$ cat src/design/ddo_pkg.sv
// ----------------------------------------------------------------------------
// ddo_pkg: shared types and constants of the odometry unit
// word widths, register indexes, cordic tables and the front-to-back record
// ----------------------------------------------------------------------------
package ddo_pkg;

	localparam int CountW = 32;
	localparam int SpeedW = 24;
	localparam int PosW   = 32;
	localparam int HeadW  = 16;
	localparam int AngW   = 32;
	localparam int CfgW   = 32;
	localparam int CfgIdxW = 2;
	localparam int AtanEntries = 24;

	localparam logic [CfgIdxW-1:0] RegDistPerPulse = 2'd0;
	localparam logic [CfgIdxW-1:0] RegTurnsPerDist = 2'd1;
	localparam logic [CfgIdxW-1:0] RegInvWheelBase = 2'd2;

	localparam logic signed [33:0] CordicGain = 34'sd652032874;

	// front-to-back record: deltas and speeds of one tick
	typedef struct packed {
		logic signed [CountW-1:0] d_right;
		logic signed [CountW-1:0] d_left;
		logic signed [SpeedW-1:0] right_speed;
		logic signed [SpeedW-1:0] left_speed;
	} tick_t;

	function automatic logic [31:0] atan_turn(input logic [4:0] i);
		logic [31:0] r;
		unique case (i)
			5'd0:  r = 32'h20000000;
			5'd1:  r = 32'h12E4051E;
			5'd2:  r = 32'h09FB385B;
			5'd3:  r = 32'h051111D4;
			5'd4:  r = 32'h028B0D43;
			5'd5:  r = 32'h0145D7E1;
			5'd6:  r = 32'h00A2F61E;
			5'd7:  r = 32'h00517C55;
			5'd8:  r = 32'h0028BE53;
			5'd9:  r = 32'h00145F2F;
			5'd10: r = 32'h000A2F98;
			5'd11: r = 32'h000517CC;
			5'd12: r = 32'h00028BE6;
			5'd13: r = 32'h000145F3;
			5'd14: r = 32'h0000A2F9;
			5'd15: r = 32'h0000517D;
			5'd16: r = 32'h000028BE;
			5'd17: r = 32'h0000145F;
			5'd18: r = 32'h00000A30;
			5'd19: r = 32'h00000518;
			5'd20: r = 32'h0000028C;
			5'd21: r = 32'h00000146;
			5'd22: r = 32'h000000A3;
			5'd23: r = 32'h00000051;
			default: r = 32'h0;
		endcase
		return r;
	endfunction

endpackage

$ cat src/design/ddo_queue.sv
// ----------------------------------------------------------------------------
// ddo_queue: two-entry queue between front and back
// registered entries with head and tail pointers
// ----------------------------------------------------------------------------
module ddo_queue (
	input  logic           clk,
	input  logic           arst_n,
	input  logic           push,
	input  ddo_pkg::tick_t wdata,
	output logic           full,
	input  logic           pop,
	output logic           empty,
	output ddo_pkg::tick_t rdata
);
	import ddo_pkg::*;

	tick_t      mem_q [2];
	logic       wp_q, rp_q;
	logic [1:0] cnt_q;

	assign full  = (cnt_q == 2'd2);
	assign empty = (cnt_q == 2'd0);
	assign rdata = mem_q[rp_q];

	always_ff @(posedge clk) begin
		if (push && !full) mem_q[wp_q] <= wdata;
	end

	always_ff @(posedge clk or negedge arst_n) begin
		if (!arst_n) begin
			wp_q  <= 1'b0;
			rp_q  <= 1'b0;
			cnt_q <= '0;
		end else begin
			if (push && !full) wp_q <= ~wp_q;
			if (pop && !empty) rp_q <= ~rp_q;
			cnt_q <= cnt_q + {1'b0, push && !full} - {1'b0, pop && !empty};
		end
	end
endmodule

$ cat config.mk
export PLATFORM = sky130hd
export DESIGN_NAME = ddo_queue
export DESIGN_NICKNAME = d
export VERILOG_FILES = /design/src/design/ddo_pkg.sv /design/src/design/ddo_queue.sv
export SDC_FILE = /design/constraint.sdc
export NUM_CORES = 1
export LEC_CHECK = 0
export ABC_AREA = 0
export BUFFER_PORTS_ARGS = -buffer_cell sky130_fd_sc_hd__buf_2
export CORE_UTILIZATION = 40
export DETAILED_ROUTE_END_ITERATION = 7
export GPL_TIMING_DRIVEN = 1
export MAX_ROUTING_LAYER = met4
export PLACE_DENSITY = 0.66
export SLEW_MARGIN = 20
export SYNTH_ARGS = -nofsm -noshare
export SYNTH_HDL_FRONTEND = slang
export SYNTH_SLANG_ARGS = --single-unit
$ cat constraint.sdc
create_clock -name clk -period 6.05 [get_ports clk]
set_input_delay 0.3025 -clock clk [delete_from_list [all_inputs] [get_ports clk]]
set_output_delay 0.3025 -clock clk [all_outputs]
set_load 0.01 [all_outputs]
==> run metrics <==
status finished clean; largest area contributor in the netlist edfxtp_1; final setup fails 0; worst path cell trace nand2b_1, nand2_1, nor2_4, buf_4, buf_4; asr flop ratio synth 1.75%; final std cells w/o fill 1,018; top_reg_cell synth edfxtp_1; FP Rows 53; Fin Hold WS 29.3 ps; TritonCTS Sinks 228; DRC 0; post-synth top area share 78.5%; # IOs 230; Bufs and invs on worst path 2; top achievable clock speed roughly 390 MHz; Worst Hold Launch wdata[62]; router iterations before antenna repair 4; Pwr per Cell Area about 450 nW/um^2; Leak 0.00468 uW; CP Launch Type flip-flop; Cells after Synth roughly 370; initial core utilization around two fifths; synthesized net count 485; vias in the first global route approximately 4,900; Slew HR 39.0%; first-pass GRT wire length 24.3 mm; Setup TNS 0 ps; VDD IR max 0.000456 V; Clock Tree Buf Depth 3; Reg2Reg Depth 5; worst slew pin tran between 900 and 1000 ps; Slowest cell on crit path buf_4; CTS buffer count 23; worst skew pair latency 490 ps; final hold vios 0; family with the most delay on the worst path buffers and inverters; Ant. Diodes 0; Min-Delay Endpoint mem_q[1][62]; final WL 16.1 mm; maxcap violations 0; wire length per cell 15.8 microns; Post-synth EDFFs 224; Worst R2R Setup Slack 3460 ps; TritonCTS clock tree yes; via count about 4,600; Worst Path Required 6170 ps; Die H 148 microns; WHS Path Cells 1; Post-Syn Area per Cell 23.4 sq um; top-count cell post-synth edfxtp_1; reg2reg end mem_q[0][83]; H-tree depth 1; Core Footprint 21,000 sq um; skew final 6.73 ps; number of port buffers 229; pin count of the biggest net entering global routing slightly above 70; DP HPWL 9.95 mm; register bit total from synthesis around 230; P&R area growth vs syn 38.5%; RSZ-0062 raised after global routing false; GRT Resource Usage Total 14.6%; max incr delay on CP 790 ps; Crit Path Class flip-flop to flip-flop; Yosys cell types 16; Mapped Area approximately 8600 sq um; Crit Path Max Fanout 64; cell mode on critical path buf_4; Die ar. 22,000 sq um; synth top area cells edfxtp_1 78%, mux2_4 12%, mux2_2 5.5%, dfrtp_1 1.2%, buf_6 1.1%; CTS resizes 0; Die X ~150 microns; vias per cell 4.54; sequential fraction of the synthesis area between 70% and 80%; Post-layout nets between 800 and 900; antenna violations before repair 0; CP Capture Type flip-flop; Worst Hold Class input pin to flip-flop; antenna-violating nets left 0; Slew Limit Fails 0; initial DRC count 136; routability cong. 0.716; WP data arrival 2700 ps; grt ovf 0; CTS clk-pin slew, worst paths roughly 60 ps; reg2reg start cnt_q[1]; Ys Warns 0; dpl cells about 860; Final min period roughly 2600 ps; final worst-path cycle share 42.8%; Synth top cells by count 224 x edfxtp_1, 70 x mux2_4, 42 x mux2_2; proportion of layout cells with a drive suffix above 1 51.4%; Root Buffer clkbuf_16
## cells by family (layout without fill, tap and decap cells)
kind of cell	Yosys count	count (layout)	share of synthesized area, %
flip-flops	228	228	79.6
multiplexers	112	112	17.8
AND/OR/NAND/NOR	6	6	0.350
adder cells (fa/ha/maj)	2	2	0.292
XOR/XNOR	4	4	0.409
buffers and inverters	15	391	1.55
## per-stage QoR
| stage | setup WS [ps] | cell area, sq um | utilization (%) | total power, uW |
|---|---|---|---|---|
| 2_1_floorplan | 213 | 8570 | - | 3450 |
| 3_3_place_gp | 3550 | 9990 | 47.5 | 3890 |
| 3_5_place_dp | 3450 | 9990 | 47.5 | 3940 |
| 4_1_cts | 3360 | 11800 | 56.3 | 5360 |
| 5_1_grt | 3320 | 11900 | 56.5 | 5550 |
| 6_report | 3460 | 11900 | 56.5 | 5300 |
## what timing repair did
action,in CTS,in global routing
setup endpoints to repair,0,0
endpoints found under the hold margin,225,0
hold buffers,112,0
setup buffers,0,0
## registers in the layout, indices dropped and copies added, names as in the netlist
signal / count
cnt_q: 2
rp_q: 1
mem_q: 224
wp_q: 1
## final cells by class
type,instances,area (sq um)
timing repair buffer,347,2330
clock inverter,10,103
multi-input combinational,124,1630
inverter,2,7.51
clock buffer,32,629
tap,275,344
sequential,228,6830
fill,1608,9150
## where the power goes
group | internal (uW) | total, uW | switching, uW
clock | 812 | 1350 | 538
sequential | 2170 | 2250 | 82.5
combinational | 838 | 1700 | 862
## worst max path at each step
stage               depth (start not counted)       endpoint  startpoint  slack [ps]
CTS                                         3       rdata[9]        rp_q        3360
floorplan                                   3    mem_q[0][0]    cnt_q[1]         210
finish                                      5   mem_q[0][83]    cnt_q[1]        3460
global route                                5  mem_q[0][106]    cnt_q[0]        3320
global placement                            5  mem_q[0][103]    cnt_q[1]        3550
detailed placement                          5  mem_q[0][110]    cnt_q[1]        3450
## placed cells by master, fill, tap and decap left out, types with 2 or more instances in the layout
cell type / count
clkbuf_16: 23
ha_1: 2
clkbuf_8: 2
buf_4: 5
clkbuf_1: 7
dlygate4sd3_1: 112
clkinv_1: 3
mux2_4: 70
mux2_2: 42
dfrtp_1: 3
inv_1: 2
clkinv_2: 3
xnor2_1: 3
buf_2: 229
bufinv_16: 2
edfxtp_1: 224
## per-layer routing
layer | wire length (microns) | track usage (%)
met1 | 6860 | 17.3
met2 | 8070 | 25.0
met3 | 875 | 3.28
met4 | 307 | 4.38
met5 | 0 | -
## worst reg2reg max path, cell delays in order, from the launching register on
cell and delay (ps):
dfrtp_1 410, nand2b_1 130, nand2_1 150, nor2_4 100, buf_4 530, buf_4 830
(Power assumes the default switching activity.)
