## config.mk

```make
export PLATFORM = sky130hd
export DESIGN_NAME = ddo_front
export DESIGN_NICKNAME = d
export VERILOG_FILES = /design/src/design/ddo_pkg.sv /design/src/design/ddo_front.sv
export SDC_FILE = /design/constraint.sdc
export NUM_CORES = 1
export LEC_CHECK = 0
export ABC_AREA = 1
export BUFFER_PORTS_ARGS = -buffer_cell sky130_fd_sc_hd__buf_4
export CAP_MARGIN = 30
export CORE_ASPECT_RATIO = 0.8
export CORE_MARGIN = 8
export CORE_UTILIZATION = 49
export CTS_CLUSTER_SIZE = 24
export DETAILED_ROUTE_END_ITERATION = 8
export PLACE_DENSITY = 0.9
export SLEW_MARGIN = 20
export SYNTH_ARGS = -nofsm -noshare
export SYNTH_HDL_FRONTEND = slang
export SYNTH_SLANG_ARGS = --single-unit
```

## constraint.sdc

```tcl
create_clock -name clk -period 2.1 [get_ports clk]
set_clock_uncertainty 0.15 [all_clocks]
set_input_delay 0.315 -clock clk [delete_from_list [all_inputs] [get_ports clk]]
set_output_delay 0.315 -clock clk [all_outputs]
set_load 0.01 [all_outputs]
```

## src/design/ddo_pkg.sv

```systemverilog
// ----------------------------------------------------------------------------
// ddo_pkg: shared types and constants of the odometry unit
// word widths, register indexes, cordic tables and the front-to-back record
// ----------------------------------------------------------------------------
package ddo_pkg;

	localparam int CountW = 32;
	localparam int SpeedW = 24;
	localparam int PosW   = 32;
	localparam int HeadW  = 16;
	localparam int AngW   = 32;
	localparam int CfgW   = 32;
	localparam int CfgIdxW = 2;
	localparam int AtanEntries = 24;

	localparam logic [CfgIdxW-1:0] RegDistPerPulse = 2'd0;
	localparam logic [CfgIdxW-1:0] RegTurnsPerDist = 2'd1;
	localparam logic [CfgIdxW-1:0] RegInvWheelBase = 2'd2;

	localparam logic signed [33:0] CordicGain = 34'sd652032874;

	// front-to-back record: deltas and speeds of one tick
	typedef struct packed {
		logic signed [CountW-1:0] d_right;
		logic signed [CountW-1:0] d_left;
		logic signed [SpeedW-1:0] right_speed;
		logic signed [SpeedW-1:0] left_speed;
	} tick_t;

	function automatic logic [31:0] atan_turn(input logic [4:0] i);
		logic [31:0] r;
		unique case (i)
			5'd0:  r = 32'h20000000;
			5'd1:  r = 32'h12E4051E;
			5'd2:  r = 32'h09FB385B;
			5'd3:  r = 32'h051111D4;
			5'd4:  r = 32'h028B0D43;
			5'd5:  r = 32'h0145D7E1;
			5'd6:  r = 32'h00A2F61E;
			5'd7:  r = 32'h00517C55;
			5'd8:  r = 32'h0028BE53;
			5'd9:  r = 32'h00145F2F;
			5'd10: r = 32'h000A2F98;
			5'd11: r = 32'h000517CC;
			5'd12: r = 32'h00028BE6;
			5'd13: r = 32'h000145F3;
			5'd14: r = 32'h0000A2F9;
			5'd15: r = 32'h0000517D;
			5'd16: r = 32'h000028BE;
			5'd17: r = 32'h0000145F;
			5'd18: r = 32'h00000A30;
			5'd19: r = 32'h00000518;
			5'd20: r = 32'h0000028C;
			5'd21: r = 32'h00000146;
			5'd22: r = 32'h000000A3;
			5'd23: r = 32'h00000051;
			default: r = 32'h0;
		endcase
		return r;
	endfunction

endpackage

```

## src/design/ddo_front.sv

```systemverilog
// ----------------------------------------------------------------------------
// ddo_front: input side of the odometry unit
// takes count transfers, forms wrapped deltas and keeps the last counts
// ----------------------------------------------------------------------------
module ddo_front (
	input  logic                        clk,
	input  logic                        arst_n,
	input  logic                        take,
	input  logic signed [31:0]          right_count,
	input  logic signed [31:0]          left_count,
	input  logic signed [23:0]          right_speed,
	input  logic signed [23:0]          left_speed,
	output ddo_pkg::tick_t              tick
);
	import ddo_pkg::*;

	logic [CountW-1:0] last_right_q;
	logic [CountW-1:0] last_left_q;

	always_ff @(posedge clk or negedge arst_n) begin
		if (!arst_n) begin
			last_right_q <= '0;
			last_left_q  <= '0;
		end else if (take) begin
			last_right_q <= right_count;
			last_left_q  <= left_count;
		end
	end

	// modular deltas, read signed
	always_comb begin
		tick.d_right     = right_count - last_right_q;
		tick.d_left      = left_count - last_left_q;
		tick.right_speed = right_speed;
		tick.left_speed  = left_speed;
	end
endmodule

```

==> reports/qor.txt, run 1 <==
Post-DP Area - 9140 µm²
Area Overhead vs Synth - 64.6%
Router iterations before antenna repair - 6
Synth Area in Simple Gates - 36.1%
Die height - 127 µm
Max Root-Sink Buffers - 2
Non-Filler Instances - 1,742
Total GRT Usage - 27.7%
Depth of the CTS H-tree - 3
Total grt overflow - 0
RSZ-0062 raised after global routing - true
Post-route minimum period - 2.89 ns
Die ar. - 19,700 µm²
Post-route cell area - 12,500 µm²
Async set or reset register ratio after synthesis - 100%
DR vias - 9,900
Largest family of logic cells by synthesized area - simple AND/OR/NAND/NOR gates
Layout cell share with drive strength beyond 1 - 49.8%
Initial Util - 50.2%
Synth top area cells - nand2_1 (26%), dfrtp_1 (21%), inv_1 (15%)
Placed Instances - 1,693
Hold_ws - 0.0417 ns
Worst-Margin Slew - 0.563 ns
Critical path arrival - 2.43 ns
Horiz. Die Dim - 155 µm
Psw - 3.71 mW
Min-delay worst type - input pin to register
Compound-cell area share of the yosys netlist - 7.52%
Post-synthesis cell area - 7570 µm²
DP Worst Slack - -0.364 ns
Register area - 1600 µm²
Detailed Place HPWL - 18.1 mm
Kind of end point of the critical path - primary output
CTS tree - done
Crit Path Class - register to primary output
FF+latch count, synth - 64
Net count, final - 1,706
Avg Vias per Cell - 5.68
Power Density - 671 nW/µm²
Clk_lat worst skew - 0.35 ns
Synth Area in Adders - 10.8%
Syn Area/Cell - 5.73 µm²
Clk network pwr share - 20.6%
Fmax - 346 MHz
Clock Sink Count - 64
Slew headroom - 62.5%
Post-synth top area share - 26.0%
Placement Rows - 40
Drt total wl - 35.7 mm
CTS Buf Count - 9
Comb pwr share - 62.5%
Area of the multi-input gates - 6950 µm²
CORE AREA - 15,100 µm²
WL/cell - 20.5 µm
Int Power - 4.64 mW
Clk root buf - clkbuf_16
Area share of xor/xnor cells in the synthesized design - 3.59%
Antenna viol nets, final - 0
Fill cells - 833
Routability Congestion - 0.886
Final Hold Vio Count - 0
CP required - 1.63 ns
WP buf/inv - 4
Final worst slack - -0.791 ns
Worst path max stage delay - 0.40 ns
Worst-path clk slew - 0.07 ns
Status - finished, violations left
Failing checks - setup timing
Post-synth top flop - dfrtp_1
Cells after Synth - 1,321
Unique cell type count in the Yosys netlist - 26
Final setup viols - 61
Leak pwr - 6.80 nW
Largest net degree at the start of global routing - 52
Post-Syn Nets - 1,500
Crit-path max FO - 4
Seq/Total Area, Yosys - 21.2%
Maxcap violations - 0
Period utilization - 138%
VDD IR max - 0.000841 V
CP Launch Type - register
Diodes inserted - 0
Max-slew violations - 0
Vias in the first global route - 9,273
Initial antenna violation count - 0
Synthesis Warnings - 0
Most common cell in the synthesized netlist - nand2_1
CP max stage cell - dfrtp_1
Post-synth EDFFs - 0
DRT iter0 DRCs - 1,109
Sw Share - 44.4%
DRC - 0
Top cells by count, synth - nand2_1 (524), inv_1 (300), nor2_1 (81)
Top Ports - 227
CP Cell Sequence - inv_2 > ha_4 > nand2_1 > inv_2 > nand2_1 > nand2_1 > nand2_1 > nand3_1 > inv_1 > nand2_2 > xor2_2 > buf_4
PortBufs - 130
Top cell type by total area after synthesis - nand2_1
Mux contribution to synthesized area - 0.298%
Crit path top cell by count - nand2_1
Top delay family on crit path - simple AND/OR/NAND/NOR gates
First-pass GRT wire length - 44.6 mm
Share of total power in sequential cells - 16.8%
[routing by layer]
layer	share of wire [%]	track usage (%)
met1	38	33.2
met2	45	46.0
met3	10	6.70
met4	7.2	13.1
met5	0	0
[registers in the layout (all words and copies together) (netlist names)]
register	count
last_left_q	32
last_right_q	32
[tightest hold or removal path, delay by kind of cell]
kind	cells	cell delay, ns
AO/OA/AOI/OAI	1	0.06
buffers and inverters	1	0.09
AND/OR/NAND/NOR	1	0.04
[power by group through the flow]
stage | registers (mW) | clock network (mW) | logic, mW
after floorplan | 1.39 | 0 | 1.88
after global placement | 1.39 | 0 | 3.20
after detailed placement | 1.40 | 0 | 3.25
after CTS | 1.39 | 1.71 | 4.04
after global routing | 1.41 | 1.76 | 5.49
final | 1.41 | 1.73 | 5.23
[layout make-up]
class | count | share of cell area (%)
clock inverters | 7 | 0.774
repair buffers | 258 | 17.4
well taps | 210 | 2.11
inverters | 300 | 9.25
clock buffers | 9 | 1.81
multi-input cells | 894 | 55.8
flip-flops and latches | 64 | 12.9
[stage by stage]
stage                     total power, mW  util (%)  setup TNS [ns]
after global routing                 8.67      82.6          -32.46
after detailed placement             4.65      60.6          -11.59
after CTS                            7.14      73.5          -21.73
after floorplan                      3.27         -        -0.00148
final                                8.36      82.6          -29.79
after global placement               4.59      60.6           -9.49
[layout by cell type, fill, tap and decap left out, drive strengths merged, types with 5 or more instances in the layout]
cell type | Yosys | final
nor2 | 82 | 82
clkinv | 0 | 5
a21oi | 44 | 44
clkbuf | 8 | 9
dfrtp | 64 | 64
buf | 55 | 257
inv | 300 | 300
nand4 | 10 | 10
o21ai | 60 | 60
nand2 | 535 | 535
nand3 | 53 | 53
xor2 | 28 | 28
ha | 62 | 62
[cell families (layout without fill, tap and decap cells)]
family | Yosys count | in the layout
AND/OR/NAND/NOR | 687 | 687
flip-flops | 64 | 64
adder cells (fa/ha/maj) | 64 | 64
AO/OA/AOI/OAI | 110 | 110
multiplexers | 2 | 2
XOR/XNOR | 31 | 31
buffers and inverters | 363 | 574
[final timing paths]
| path | start | end | slack [ns] | cells after the start |
|---|---|---|---|---|
| max | last_right_q[10] | tick[96] | -0.79 | 12 |
| min | left_count[30] | last_left_q[30] | 0.04 | 3 |
| max reg2reg | last_left_q[1] | last_left_q[1] | 0.76 | 5 |
| min reg2reg | last_left_q[31] | last_left_q[31] | 0.38 | 1 |
| max in group asynchronous | arst_n | last_left_q[18] | 0.86 | 3 |
| min in group asynchronous | arst_n | last_right_q[6] | 0.35 | 2 |
[what timing repair did]
action,4_1_cts,5_1_grt
pin swaps,94,161
setup buffers,17,22
setup endpoints to repair,61,62
resized for setup,346,328
hold buffers,1,0
hold endpoints to repair,30,0
Power figures use the tool's default switching activity.
==> run 2, diff against run 1 <==
Settings changed: CTS_BUF_LIST set to sky130_fd_sc_hd__clkbuf_4 sky130_fd_sc_hd__clkbuf_8.
==> reports/qor.txt, run 2 (synthesized netlist as in run 1, its figures left out) <==
Status - finished, violations left
Failing checks - setup timing
Post-route minimum period - 2.80 ns
Hold path start - right_count[28]
DP Worst Slack - -0.364 ns
Critical path arrival - 2.34 ns
Placed Instances - 1,693
Final worst slack - -0.703 ns
Drt total wl - 34.0 mm
WL/cell - 19.5 µm
Detailed Place HPWL - 18.1 mm
Power Density - 640 nW/µm²
Slew headroom - 63.0%
Largest regs - last_left_q (32), last_right_q (32)
Clock Sink Count - 64
Most common cell after layout, fill and taps aside - nand2_1
Area Overhead vs Synth - 59.9%
DRT iter0 DRCs - 893
Max Root-Sink Buffers - 2
PortBufs - 130
Top Ports - 227
Hold Path Stages - 3
Placement Rows - 40
Initial antenna violation count - 0
RR Startpoint - last_right_q[11]
Reg2reg end - last_right_q[11]
Worst-path clk slew - 0.10 ns
Vias in the first global route - 9,265
Routability Congestion - 0.886
Worst R2R Setup Slack - 0.96 ns
CP required - 1.63 ns
DRC - 0
CP Launch Type - register
VDD IR max - 0.000605 V
WHS Endpoint - last_right_q[28]
Final TNS setup - -32.92 ns
Final Power - 7.74 mW
Final Hold Vio Count - 0
Initial Util - 50.2%
Period utilization - 133%
Fin util - 80.3%
Antenna viol nets, final - 0
RSZ-0062 raised after global routing - true
Maxcap violations - 0
Depth of the CTS H-tree - 3
CORE AREA - 15,100 µm²
CTS Buf Count - 9
Worst R2R Path Depth - 4
Post-route cell area - 12,100 µm²
Total GRT Usage - 27.6%
Max-slew violations - 0
Layout cell share with drive strength beyond 1 - 46.2%
Commonest non-fill, non-tap cells in the layout - nand2_1 (354), inv_1 (226), buf_4 (203), nand2_2 (123), inv_2 (68)
Avg Vias per Cell - 5.53
CTS tree - done
Crit Path Class - register to primary output
Die ar. - 19,700 µm²
Kind of end point of the critical path - primary output
Die height - 127 µm
Clk root buf - clkbuf_8
Final setup viols - 62
Min-delay worst type - input pin to register
Fmax - 357 MHz
First-pass GRT wire length - 44.6 mm
Post-DP Area - 9140 µm²
Diodes inserted - 0
Total grt overflow - 0
Non-Filler Instances - 1,746
Leak pwr - 6.67 nW
Hold_ws - 0.00715 ns
Largest net degree at the start of global routing - 52
Clk_lat worst skew - 0.39 ns
Worst-Margin Slew - 0.556 ns
Horiz. Die Dim - 155 µm
Net count, final - 1,710
Crit-path max FO - 4
Router iterations before antenna repair - 6
DR vias - 9,648
run 2: timing repair:
| item | in CTS | in global routing |
|---|---|---|
| gates resized for setup | 357 | 236 |
| endpoints found under the hold margin | 36 | 0 |
| setup endpoints to repair | 62 | 62 |
| setup buffers | 18 | 19 |
| hold buffers | 7 | 0 |
| pin swaps | 104 | 130 |
run 2: layout make-up:
cell class	instances	area, µm²
clock buffers	9	124
fillers	888	2970
well taps	210	263
multi-input cells	894	6670
repair buffers	262	2200
inverters	300	1140
flip-flops and latches	64	1600
clock inverters	7	96.3
run 2: how the worst max path moves through the flow:
stage / startpoint / end / slack [ns] / cells after the start
5_1_grt: last_right_q[11] / tick[96] / -0.87 / 12
2_1_floorplan: last_right_q[0] / tick[96] / -0.001 / 10
4_1_cts: last_right_q[0] / tick[100] / -0.61 / 12
3_5_place_dp: left_count[0] / tick[70] / -0.36 / 14
3_3_place_gp: left_count[0] / tick[70] / -0.32 / 14
6_report: last_left_q[13] / tick[62] / -0.70 / 10
run 2: power by group:
part / leakage [nW] / internal (mW) / switching (mW) / total [mW]
clock network: 0.113 / 0.671 / 0.653 / 1.32
logic: 5.78 / 2.18 / 2.84 / 5.02
registers: 0.774 / 1.34 / 0.0579 / 1.40
total: 6.67 / 4.19 / 3.55 / 7.74
run 2: worst max-delay path: stages, from the launching register on:
cell,delay (ns)
dfrtp_1,0.38
inv_2,0.06
ha_4,0.30
nand2_1,0.10
inv_1,0.14
nand2_2,0.11
nor3_2,0.21
nand2_2,0.11
nand2_4,0.12
xor2_1,0.22
buf_4,0.16
run 2: routing by layer:
layer	track usage, %	part of all wire (%)	vias up
li1	-	-	4282
met3	6.10	9.8	237
met1	33.8	38	4433
met5	0	0	-
met2	45.8	46	696
met4	12.2	6.3	0
==> run 3, diff against run 2 <==
Settings changed: CORE_UTILIZATION 49 to 55, PLACE_DENSITY 0.9 to 0.94.
Clock period 2.1 ns to 3.2 ns, I/O delays scaled along.
==> reports/qor.txt, run 3 (synthesized netlist as in run 1, its figures left out) <==
Status - completed
Avg Vias per Cell - 4.95
PortBufs - 130
Die ar. - 17,800 µm²
Vias in the first global route - 7,398
Top delay family on crit path - adder cells
Initial antenna violation count - 0
Routability Congestion - 0.925
VDD IR max - 0.000394 V
Router iterations before antenna repair - 6
CP Launch Type - register
Worst-Margin Slew - 0.672 ns
Crit Path Class - register to primary output
Depth of the CTS H-tree - 3
Max-slew violations - 0
Placement Rows - 38
DR vias - 7,852
Total grt overflow - 0
Most common cell after layout, fill and taps aside - nand2_1
Clk_lat worst skew - 0.36 ns
CP Cell Sequence - ha_1 > fa_1 > inv_1 > nand3_1 > nand3_1 > nand2_1 > nand2_1 > nand3_1 > nand2_1 > xor2_1 > buf_4
DRC - 0
Total GRT Usage - 22.9%
Final setup viols - 0
DRT iter0 DRCs - 684
Power Density - 410 nW/µm²
Fmax - 334 MHz
Max Root-Sink Buffers - 2
Worst-path clk slew - 0.08 ns
Clock Sink Count - 64
Top Ports - 227
WP buf/inv - 2
Detailed Place HPWL - 16.5 mm
CTS Buf Count - 9
Maxcap violations - 0
Slew headroom - 55.2%
Period utilization - 93.5%
Kind of end point of the critical path - primary output
Drt total wl - 20.4 mm
Die height - 121 µm
CORE AREA - 13,500 µm²
Antenna viol nets, final - 0
CP max stage cell - fa_1
CP required - 2.57 ns
Initial Util - 56.0%
Fill cells - 1,322
Post-CTS Setup Repair Bufs - 0
Commonest non-fill, non-tap cells in the layout - nand2_1 (524), inv_1 (300), buf_4 (130), nor2_1 (81), dfrtp_1 (64)
Clk root buf - clkbuf_8
Layout cell share with drive strength beyond 1 - 11.9%
CTS tree - done
Min-delay worst type - input pin to register
Worst path max stage delay - 0.41 ns
Post-route minimum period - 2.99 ns
Leak pwr - 5.53 nW
Horiz. Die Dim - 147 µm
Final TNS setup - 0 ns
Largest regs - last_left_q (32), last_right_q (32)
Final Hold Vio Count - 0
RSZ-0062 raised after global routing - false
First-pass GRT wire length - 33.9 mm
Largest net degree at the start of global routing - 78
Net count, final - 1,581
Crit-path max FO - 3
WL/cell - 12.9 µm
Diodes inserted - 0
Area Overhead vs Synth - 13.5%
Fin util - 63.6%
Critical path arrival - 2.36 ns
## run 3: power by group
| part | switching, mW | total, mW | internal (mW) | leakage [nW] |
|---|---|---|---|---|
| Clock | 0.363 | 0.696 | 0.332 | 0.0920 |
| Sequential | 0.0216 | 0.902 | 0.880 | 0.774 |
| Combinational | 1.15 | 1.92 | 0.768 | 4.66 |
| Total | 1.54 | 3.52 | 1.98 | 5.53 |
## run 3: worst min-delay path: stages
cell	delay, ns
buf_4	0.09
nand2_1	0.04
o21ai_0	0.06
## run 3: final timing paths
path                       cells past startpoint             start               end  slack (ns)
max in group asynchronous                      3            arst_n  last_right_q[30]        1.94
min in group asynchronous                      2            arst_n   last_right_q[4]        0.42
max reg2reg                                    1  last_right_q[31]  last_right_q[31]        2.29
min                                            3   right_count[16]  last_right_q[16]        0.18
max                                           11   last_right_q[0]          tick[96]        0.21
min reg2reg                                    2    last_left_q[3]    last_left_q[3]        0.38
## run 3: cell type report
type | instances | area (µm²) | share of cell area (%)
multi-input cells | 894 | 4410 | 51.4
flip-flops and latches | 64 | 1600 | 18.7
inverters | 300 | 1130 | 13.1
repair buffers | 133 | 1030 | 12.0
well taps | 180 | 225 | 2.62
clock buffers | 12 | 159 | 1.85
clock inverters | 4 | 28.8 | 0.335
## run 3: routing by layer
layer | track usage, % | vias to the layer above | wire (µm)
li1 | - | 4050 | -
met1 | 31.2 | 3512 | 9840
met2 | 36.0 | 268 | 8810
met3 | 5.37 | 22 | 1550
met4 | 5.72 | 0 | 235
met5 | 0 | - | 0
## run 3: stage by stage
step / setup WS (ns) / total power [mW] / std cells / hold WS (ns) / instance area (µm²)
after global routing: 0.0442 / 3.79 / 1587 / 0.185 / 8590
after global placement: 0.354 / 2.77 / 1569 / 0.355 / 8360
after detailed placement: 0.300 / 2.81 / 1569 / 0.369 / 8360
after CTS: 0.131 / 3.52 / 1585 / 0.104 / 8540
after floorplan: 0.669 / 2.14 / 1321 / 0.0344 / 7570
final: 0.207 / 3.52 / 1587 / 0.180 / 8590
## run 3: repair_timing
action / in CTS / in global routing
hold buffers: 0 / 1
endpoints found under the setup margin: 0 / 2
resized for setup: 0 / 1
endpoints found under the hold margin: 0 / 16
